File: src/rtl/ltcsa_pkg.sv
`default_nettype none
package ltcsa_pkg;

    localparam int SLOTS_DEF = 16;
    localparam int ID_W      = 32;
    localparam int TICK_W    = 32;
    localparam int SLOT_W    = 4;

    localparam logic OP_LOOKUP = 1'b0;
    localparam logic OP_INSERT = 1'b1;

    typedef struct packed {
        logic              operation;
        logic [ID_W-1:0]   item_id;
        logic [TICK_W-1:0] now_tick;
    } req_t;

    typedef struct packed {
        logic              hit;
        logic [SLOT_W-1:0] slot;
    } rsp_t;

endpackage
`default_nettype wire

File: src/rtl/lru_tag_cache_slot_allocator.sv
`default_nettype none
// lru tag cache slot allocator
//
// request channel (req_valid / req_stall / req): one transaction carries an
// operation (lookup or insert), an identifier and a tick. response channel
// (rsp_valid / rsp_stall / rsp): exactly one transaction per request, with
// the hit flag and the slot index (low 4 bits of the index).
// the request is captured, then one shared scan unit walks the slot table
// one entry per cycle through a single memory read port. the same pass does
// the identifier search and the victim search (first zero stamp, else the
// smallest stamp, lowest index on ties). the scan stops as soon as the
// answer is known; the table write happens in the final commit state.
// the scan length is set by the one-entry-per-cycle read port, and the response
// comes later while an older response is stalled. req_stall is high from
// acceptance until commit, so at most one request is in flight.
// the response register lets a new request be accepted while an earlier
// result still waits on rsp_stall; commit waits until the register is free.
// reset clears all per-row valid bits at once, so every slot reads as empty
// with a zero stamp immediately after reset; no clearing pass is needed.
module lru_tag_cache_slot_allocator
    import ltcsa_pkg::*;
#(
    parameter int SLOTS = SLOTS_DEF
)(
    input  wire  clk,
    input  wire  rst_n,
    input  wire  req_valid,
    output logic req_stall,
    input  wire  req_t req,
    output logic rsp_valid,
    input  wire  rsp_stall,
    output rsp_t rsp
);

    localparam int IW = (SLOTS > 1) ? $clog2(SLOTS) : 1;
    localparam logic [IW-1:0] LAST_IDX = IW'(SLOTS - 1);

    // sequencer codes
    localparam logic [1:0] ST_IDLE   = 2'd0;
    localparam logic [1:0] ST_SCAN   = 2'd1;
    localparam logic [1:0] ST_COMMIT = 2'd2;

    // slot table storage, no reset: row valid bits stand in for the clear
    logic [ID_W-1:0]   id_mem    [SLOTS];
    logic [TICK_W-1:0] stamp_mem [SLOTS];
    logic [SLOTS-1:0]  row_valid_reg, row_valid_next;

    logic [1:0]        state_reg, state_next;
    req_t              req_reg;
    logic [IW-1:0]     addr_reg, addr_next;
    logic              issue_done_reg, issue_done_next;
    logic              chk_valid_reg, chk_valid_next;
    logic [IW-1:0]     chk_idx_reg;
    logic [ID_W-1:0]   rd_id_reg;
    logic [TICK_W-1:0] rd_stamp_reg;
    logic              rd_row_valid_reg;

    // search and victim trackers
    logic              srch_done_reg, srch_done_next;
    logic              found_reg, found_next;
    logic [IW-1:0]     found_idx_reg, found_idx_next;
    logic              vic_done_reg, vic_done_next;
    logic [IW-1:0]     vic_idx_reg, vic_idx_next;
    logic [TICK_W-1:0] best_stamp_reg, best_stamp_next;
    logic [IW-1:0]     best_idx_reg, best_idx_next;

    logic              rsp_valid_reg, rsp_valid_next;
    rsp_t              rsp_reg, rsp_next;

    // write port
    logic              id_we, stamp_we;
    logic [IW-1:0]     wr_idx;
    logic [TICK_W-1:0] stamp_wdata;

    logic [ID_W-1:0]   id_e;
    logic [TICK_W-1:0] stamp_e;
    logic              req_take;
    logic              commit_go;
    logic [IW-1:0]     ins_idx;
    logic [IW+3:0]     slot_ext;

    assign req_stall = (state_reg != ST_IDLE);
    assign req_take  = req_valid && !req_stall;
    assign rsp_valid = rsp_valid_reg;
    assign rsp       = rsp_reg;

    // never-written rows read as empty with a zero stamp
    assign id_e    = rd_row_valid_reg ? rd_id_reg    : '0;
    assign stamp_e = rd_row_valid_reg ? rd_stamp_reg : '0;

    assign commit_go = (state_reg == ST_COMMIT) && (!rsp_valid_reg || !rsp_stall);
    assign ins_idx   = found_reg ? found_idx_reg : vic_idx_reg;

    always_comb
    begin
        state_next      = state_reg;
        addr_next       = addr_reg;
        issue_done_next = issue_done_reg;
        chk_valid_next  = 1'b0;
        srch_done_next  = srch_done_reg;
        found_next      = found_reg;
        found_idx_next  = found_idx_reg;
        vic_done_next   = vic_done_reg;
        vic_idx_next    = vic_idx_reg;
        best_stamp_next = best_stamp_reg;
        best_idx_next   = best_idx_reg;
        row_valid_next  = row_valid_reg;
        rsp_valid_next  = rsp_valid_reg && rsp_stall;
        rsp_next        = rsp_reg;
        id_we           = 1'b0;
        stamp_we        = 1'b0;
        wr_idx          = ins_idx;
        stamp_wdata     = '0;
        slot_ext        = '0;

        case (state_reg)
            ST_IDLE:
            begin
                if (req_take)
                begin
                    state_next      = ST_SCAN;
                    addr_next       = '0;
                    issue_done_next = 1'b0;
                    srch_done_next  = 1'b0;
                    found_next      = 1'b0;
                    vic_done_next   = 1'b0;
                end
            end
            ST_SCAN:
            begin
                // read issue side: one row per cycle
                chk_valid_next = !issue_done_reg;
                if (!issue_done_reg)
                begin
                    if (addr_reg == LAST_IDX)
                    begin
                        issue_done_next = 1'b1;
                    end
                    else
                    begin
                        addr_next = addr_reg + 1'b1;
                    end
                end

                // check side: row read in the previous cycle
                if (chk_valid_reg)
                begin
                    if (!srch_done_reg)
                    begin
                        if (id_e == '0)
                        begin
                            srch_done_next = 1'b1;
                        end
                        else if (id_e == req_reg.item_id)
                        begin
                            srch_done_next = 1'b1;
                            found_next     = 1'b1;
                            found_idx_next = chk_idx_reg;
                        end
                    end
                    if (!vic_done_reg)
                    begin
                        if (stamp_e == '0)
                        begin
                            vic_done_next = 1'b1;
                            vic_idx_next  = chk_idx_reg;
                        end
                        else if (chk_idx_reg == '0 || stamp_e < best_stamp_reg)
                        begin
                            best_stamp_next = stamp_e;
                            best_idx_next   = chk_idx_reg;
                        end
                    end
                    if (chk_idx_reg == LAST_IDX)
                    begin
                        srch_done_next = 1'b1;
                        if (!vic_done_next)
                        begin
                            vic_done_next = 1'b1;
                            vic_idx_next  = best_idx_next;
                        end
                    end
                    if (srch_done_next
                        && (req_reg.operation == OP_LOOKUP || found_next || vic_done_next))
                    begin
                        state_next     = ST_COMMIT;
                        chk_valid_next = 1'b0;
                    end
                end
            end
            ST_COMMIT:
            begin
                if (commit_go)
                begin
                    state_next     = ST_IDLE;
                    rsp_valid_next = 1'b1;
                    rsp_next.hit   = found_reg;
                    if (req_reg.operation == OP_LOOKUP)
                    begin
                        // touch on hit
                        wr_idx      = found_idx_reg;
                        stamp_wdata = req_reg.now_tick;
                        stamp_we    = found_reg;
                        slot_ext    = found_reg ? {4'b0, found_idx_reg} : '0;
                    end
                    else
                    begin
                        wr_idx   = ins_idx;
                        id_we    = 1'b1;
                        // first write of a row also sets its stamp to zero
                        stamp_we = !row_valid_reg[ins_idx];
                        row_valid_next[ins_idx] = 1'b1;
                        slot_ext = {4'b0, ins_idx};
                    end
                    rsp_next.slot = slot_ext[SLOT_W-1:0];
                end
            end
            default:
            begin
                state_next = ST_IDLE;
            end
        endcase
    end

    always_ff @(posedge clk or negedge rst_n)
    begin
        if (!rst_n)
        begin
            state_reg        <= ST_IDLE;
            issue_done_reg   <= 1'b0;
            chk_valid_reg    <= 1'b0;
            srch_done_reg    <= 1'b0;
            found_reg        <= 1'b0;
            vic_done_reg     <= 1'b0;
            row_valid_reg    <= '0;
            rd_row_valid_reg <= 1'b0;
            rsp_valid_reg    <= 1'b0;
        end
        else
        begin
            state_reg        <= state_next;
            issue_done_reg   <= issue_done_next;
            chk_valid_reg    <= chk_valid_next;
            srch_done_reg    <= srch_done_next;
            found_reg        <= found_next;
            vic_done_reg     <= vic_done_next;
            row_valid_reg    <= row_valid_next;
            rd_row_valid_reg <= row_valid_reg[addr_reg];
            rsp_valid_reg    <= rsp_valid_next;
        end
    end

    // payload registers
    always_ff @(posedge clk)
    begin
        if (req_take)
        begin
            req_reg <= req;
        end
        addr_reg       <= addr_next;
        chk_idx_reg    <= addr_reg;
        found_idx_reg  <= found_idx_next;
        vic_idx_reg    <= vic_idx_next;
        best_stamp_reg <= best_stamp_next;
        best_idx_reg   <= best_idx_next;
        rsp_reg        <= rsp_next;
    end

    // slot table: one write port, one registered read port
    always_ff @(posedge clk)
    begin
        if (id_we)
        begin
            id_mem[wr_idx] <= req_reg.item_id;
        end
        if (stamp_we)
        begin
            stamp_mem[wr_idx] <= stamp_wdata;
        end
        rd_id_reg    <= id_mem[addr_reg];
        rd_stamp_reg <= stamp_mem[addr_reg];
    end

endmodule
`default_nettype wire

File: config.mk
export PLATFORM = sky130hd
export DESIGN_NAME = lru_tag_cache_slot_allocator
export DESIGN_NICKNAME = d
export VERILOG_FILES = /design/src/rtl/ltcsa_pkg.sv /design/src/rtl/lru_tag_cache_slot_allocator.sv
export SDC_FILE = /design/constraint.sdc
export NUM_CORES = 1
export LEC_CHECK = 0
export BUFFER_PORTS_ARGS = -buffer_cell sky130_fd_sc_hd__clkbuf_2
export CORE_ASPECT_RATIO = 1.4
export CORE_MARGIN = 1
export CORE_UTILIZATION = 44
export DETAILED_ROUTE_END_ITERATION = 12
export PLACE_DENSITY = 0.7
export SETUP_SLACK_MARGIN = 0.3
export SYNTH_ARGS = -nofsm -noshare
export SYNTH_HDL_FRONTEND = slang
export SYNTH_SLANG_ARGS = --single-unit
File: constraint.sdc
create_clock -name clk -period 5.12 [get_ports clk]
set_input_delay 0.512 -clock clk [delete_from_list [all_inputs] [get_ports clk]]
set_output_delay 0.512 -clock clk [all_outputs]
set_load 0.02 [all_outputs]
# Word level (Yosys, flattened, before mapping)
# Memories as Yosys holds them, arrays and structs flattened. A register that Yosys moved wholly into a read port is not among the register bits.
# Cells that the tools add are included.
[word_totals]
ff_bits = 147
ram_bits = 1024
inputBits = 69
out_inout_bits = 7
n_memories = 2
[memory_table]
columns = ["name", "depth", "width", "read_ports", "rd_ports_with_merged_regs", "write_ports", "line", "source"]
rows = [
  ["id_mem", 16, 32, 1, 1, 1, "lru_tag_cache_slot_allocator.sv:44", "logic [ID_W-1:0] id_mem [SLOTS];"],
  ["stamp_mem", 16, 32, 1, 1, 1, "lru_tag_cache_slot_allocator.sv:45", "logic [TICK_W-1:0] stamp_mem [SLOTS];"],
]
[classes]
addsub = 1
n_lt_le_gt_ge = 4
n_eq_ne = 11
n_mux = 76
bitwise_logic = 6
n_reduce_logical = 29
[ops]
columns = ["cell", "n"]
rows = [
  ["2-to-1 mux 32 bit", 5],
  ["logical NOT 32 bit", 2],
  ["2-to-1 mux 4 bit", 16],
  ["2-to-1 mux 1 bit", 42],
  ["equality test 32 bit", 1],
  ["< comparator 32 bit", 1],
  ["OR 16 bit", 1],
  ["!= test 2 bit, second input constant", 6],
  ["< comparator 4 x 5 -> 1 bit, second input constant", 2],
  ["AND reduction 5 bit", 2],
  ["binary-select mux 1 bit (select 4 bit)", 2],
  ["equality test 4 bit, second input constant", 2],
  ["2-to-1 mux 2 bit", 4],
  ["one-hot mux 1 bit (2 select lines)", 4],
  ["one-hot mux 4 bit (2 select lines)", 1],
  ["AND reduction 4 bit", 2],
  ["one-hot mux 2 bit (3 select lines)", 1],
  ["AND reduction 2 bit", 3],
  ["AND reduction 3 bit", 2],
  ["logical AND 1 bit", 5],
  ["logical NOT 1 bit", 5],
  ["inverter 1 bit", 5],
  ["adder 4 x 1 -> 4 bit, second input constant", 1],
  ["demux 1 bit (select 4 bit)", 1],
  ["7 further kinds", 11],
]

# Longest topological paths before layout
[logic_depth]
word_depth = 14
depth_mapped = 12
depth_no_buf = 9

# Least setup slack after synthesis
# Ideal clock, no wire load.
[synth_path]
kind = "register to register"
start = "register rd_row_valid_reg"
end = "register best_stamp_reg[0] (enable)"
setup_time_ns = 0.461
arrival_time_ns = 4.458
t_required_ns = 4.659
slack_ns = 0.201
path_stages_with_launch = 13
synth_period_minus_slack_ns = 4.919
path_cell_list = "dfrtp_1 > buf_2 > clkbuf_1 > clkbuf_1 > and2_1 > ha_1 > a21o_1 > a21o_1 > a21oi_1 > o21ai_0 > o31ai_1 > a21oi_1 > nor3_1"
[synth_between]
elab_chain_len = 4
word_cells_on_any_way = 6
[synth_rtl]
columns = ["item", "line", "source"]
rows = [
  ["start, declared", "lru_tag_cache_slot_allocator.sv:56", "logic rd_row_valid_reg;"],
  ["start signal, assigned", "lru_tag_cache_slot_allocator.sv:248", "rd_row_valid_reg <= row_valid_reg[addr_reg];"],
  ["2-to-1 mux 32 bit (*)", "lru_tag_cache_slot_allocator.sv:89", "assign stamp_e = rd_row_valid_reg ? rd_stamp_reg : '0;"],
  ["named net stamp_e[13]", "lru_tag_cache_slot_allocator.sv:76", "logic [TICK_W-1:0] stamp_e;"],
  ["< comparator 32 bit or logical NOT 32 bit (tied branches)", "lru_tag_cache_slot_allocator.sv:168, lru_tag_cache_slot_allocator.sv:163", ""],
  ["logical OR 1 bit or inverter 1 bit (tied branches)", "-", ""],
  ["AND reduction 5 bit (no line) (*)", "-", ""],
  ["end signal, assigned", "lru_tag_cache_slot_allocator.sv:264", "best_stamp_reg <= best_stamp_next;"],
  ["end, declared", "lru_tag_cache_slot_allocator.sv:64", "logic [TICK_W-1:0] best_stamp_reg, best_stamp_next;"],
]
# Mark *: on every way through the listed nets, which the timed path passes. The rest lies on a longest branch.
# A chain may end at the register's enable or synchronous reset.

# Worst setup path in the final report
[layout_path]
start = "register found_reg"
end = "memory stamp_mem[15][7] (enable)"
[layout_between]
elab_chain_len = 9
word_cells_on_any_way = 12
[layout_rtl]
columns = ["item", "line", "source"]
rows = [
  ["start, declared", "lru_tag_cache_slot_allocator.sv:60", "logic found_reg, found_next;"],
  ["start signal, assigned", "lru_tag_cache_slot_allocator.sv:245", "found_reg <= found_next;"],
  ["2-to-1 mux 4 bit", "lru_tag_cache_slot_allocator.sv:92", "assign ins_idx = found_reg ? found_idx_reg : vic_idx_reg;"],
  ["binary-select mux 1 bit (select 4 bit)", "lru_tag_cache_slot_allocator.sv:211", "stamp_we = !row_valid_reg[ins_idx];"],
  ["2-to-1 mux 1 bit (not written as such)", "lru_tag_cache_slot_allocator.sv:211", ""],
  ["logical NOT 1 bit", "lru_tag_cache_slot_allocator.sv:211", ""],
  ["2-to-1 mux 1 bit", "lru_tag_cache_slot_allocator.sv:198", "if (req_reg.operation == OP_LOOKUP)"],
  ["2-to-1 mux 1 bit", "lru_tag_cache_slot_allocator.sv:193", "if (commit_go)"],
  ["2-to-1 mux 1 bit", "lru_tag_cache_slot_allocator.sv:116", "case (state_reg)"],
  ["2-to-1 mux 1 bit", "lru_tag_cache_slot_allocator.sv:276", "if (stamp_we)"],
  ["2-to-1 mux 1 bit (not written as such)", "lru_tag_cache_slot_allocator.sv:278", "stamp_mem[wr_idx] <= stamp_wdata;"],
  ["end, declared", "lru_tag_cache_slot_allocator.sv:45", ""],
]
# Parallel ways exist; a longest one is shown, timed or not. The select of a mux whose other input is x is not followed.

==> run metrics <==
status=complete, no violations; pre-CTS setup slack=0.973 ns; syn nets=2,229; Post-CTS Setup Inserts=0; most frequent cells in the layout=edfxtp_1 (1,142), mux4_2 (326), clkbuf_16 (117); layout cells sized above 1=0.291; vias per cell=5.76; Core ar.=106,000 sq um; sequential element share of the synthesized area=0.771; main combinational cell family by area after synthesis=multiplexers; Register Area=36,300 sq um; commonest non-fill, non-tap cell in the layout=edfxtp_1; largest net degree at the start of global routing=133; Layout Skew=0.0245 ns; initial antenna violation count=0; post-synthesis mux area share=0.161; setup ws final=0.958 ns; Longest Clk Path Bufs=3; crit start category=flop; DR vias=21,900; Slew HR=0.164; xor/xnor share of the synthesized area=0.00298; Die Y=389 microns; max incr delay on CP=0.78 ns; global routing's busiest layer=met2; Slew Viols, Final=0; # IOs=76; worst endpoint required time=5.50 ns; PD cells=492 nW/um^2; CP endpoint kind=flop; GRT Total Usage=0.190; Placer Congestion=0.826; total wire length=101 mm; Peak supply drop=0.000384 V; shortest period the worst path allows=4.16 ns; Slew @ Worst Pin=1.25 ns; slowest CP cell=mux2i_2; post-CTS sizing=0; Congestion Overflow GR=0; first-pass GRT wire length=152 mm; Cell variety after synth=56; fin util=0.511; Critical Path AT=4.54 ns; Post-DP HPWL=58.7 mm; Final Cycle Share=0.813; vias in the first global route=23,800; antenna viol nets, final=0; Clock Pin Slew Worst Setup and Hold Paths=0.07 ns; Syn Inst Count=2,128; Post-Syn Area per Cell=22.1 sq um; ys async rst share=0.0202; GRT met2 Usage=0.348; Rows=141; DRT iter0 DRCs=2,106; CP Max Fanout=15; Clock Sink Count=1,235; Final #Nets=2,446; met3 global-route usage=0.0260; FF+latch count, synth=1,235; chain of cells forming the critical path=mux2i_2, mux2i_1, mux2i_1, mux4_2, nand2_2, nand3_1, nor2_4, buf_4; number of synthesized flops with an enable pin=1,142; chip width=278 microns; fmax=0.240 GHz; CTS tree=done; setup violators final=0; initial cell density of the core=0.445; root buffer cell=clkbuf_16; CTS H-tree lvls=3; Mapped Area=47,100 sq um; leakage power=17.3 nW; Final Hold Fails=0; RSZ-0062 raised after global routing=false; final-layout fill cell count=8,123; footprint of the multi-input gates=10,500 sq um; first-pass iteration count of the detailed router=6; critical path class=reg -> reg; Layout area overhead=14.8%; Clk Latency, worst-skew pair=0.70 ns; Buffers on Ports=75; met1 GRT Util=0.226; Synth Area in Simple Gates=0.0302; DRC=0; setup TNS=0 ns; Wirelength per Cell=26.6 microns; Main synth FF type=edfxtp_1; most frequent CP cell=mux2i_1; diodes inserted=0; warning count from the yosys run=0; TritonCTS buffer count=115; post-synthesis compound-gate area fraction=0.0146; Post-CTS Hold Buffers=55; adder-cell share of the synthesized area=0.00850; worst hold path type=in -> reg; max-cap viol count=0; Die Area=108,000 sq um
metrics by stage:
stage	instance area, sq um	std cells	hold slack, ns	power, mW
floorplan	47100	2128	0.216	16.3
global placement	49500	3531	0.460	17.9
detailed placement	49500	3531	0.463	18.0
CTS	54100	3804	0.00391	26.9
global route	54100	3804	0.0121	27.5
finish	54100	3804	0.0284	26.6
cells by family (layout without fill, tap and decap cells):
family / Yosys count / after routing
AOI/OAI and AO/OA: 107 / 107
xor gates and xnor gates: 16 / 16
buffers and inverters: 135 / 453
and+or+nand+nor: 255 / 255
DFF: 1235 / 1235
muxes: 348 / 348
adders and majority gates: 32 / 32
synthesized netlist by cell type (all sizes together) (7+ instances only):
| cell type | instances | area, sq um |
|---|---|---|
| o22ai | 21 | 131 |
| nand4b | 13 | 114 |
| dfrtp | 25 | 626 |
| a21o | 16 | 120 |
| edfxtp | 1142 | 34300 |
| nand4 | 14 | 87.6 |
| a21oi | 23 | 119 |
| buf | 39 | 196 |
| nand3 | 19 | 95.1 |
| and2 | 64 | 400 |
| o21a | 8 | 60.1 |
| xor2 | 14 | 123 |
| o21ai | 15 | 75.1 |
| nor2 | 53 | 199 |
| a31oi | 7 | 43.8 |
| mux2i | 15 | 166 |
| nor4 | 21 | 131 |
| nor3 | 23 | 115 |
| nand2 | 16 | 70.1 |
| clkbuf | 51 | 191 |
| or2 | 14 | 87.6 |
| mux4 | 326 | 7340 |
| ha | 32 | 400 |
| mux2 | 7 | 78.8 |
| inv | 45 | 169 |
| dfxtp | 68 | 1360 |
critical path: cells and delay by family, from the launching register on:
| kind | cells | cell delay (ns) |
|---|---|---|
| muxes | 4 | 1.71 |
| buffers and inverters | 1 | 0.35 |
| DFF | 1 | 0.62 |
| and+or+nand+nor | 3 | 1.13 |
power breakdown:
group | leakage (nW) | internal, mW | switching [mW]
Sequential | 11.1 | 11.7 | 0.644
Combinational | 4.35 | 2.77 | 2.62
Clock | 1.93 | 5.11 | 3.73
Total | 17.3 | 19.6 | 6.99
per-layer routing:
layer  part of all wire  routed length (microns)
met5                  0                        0
met4              0.031                     3150
met3              0.048                     4880
met2               0.55                    55300
met1               0.37                    37700
layout make-up:
| cell class | instances | area share |
|---|---|---|
| Clock buffer | 153 | 0.0589 |
| Inverter | 45 | 0.00317 |
| Timing Repair Buffer | 190 | 0.0266 |
| Tap cell | 1358 | 0.0314 |
| Sequential cell | 1235 | 0.671 |
| Multi-Input combinational cell | 758 | 0.194 |
| Clock inverter | 65 | 0.0147 |
final timing paths:
check                                        end           start  depth (start not counted)  slack (ns)
min in group asynchronous       row_valid_reg[8]           rst_n                          2        0.45
worst max register to register  stamp_mem[15][7]       found_reg                          8        0.96
worst min-delay path                 req_reg[40]         req[40]                          1        0.03
worst max-delay path            stamp_mem[15][7]       found_reg                          8        0.96
worst min register to register     chk_valid_reg  issue_done_reg                          1        0.48
max in group asynchronous       rd_row_valid_reg           rst_n                          2        4.17
Power figures use the tool's default switching activity.
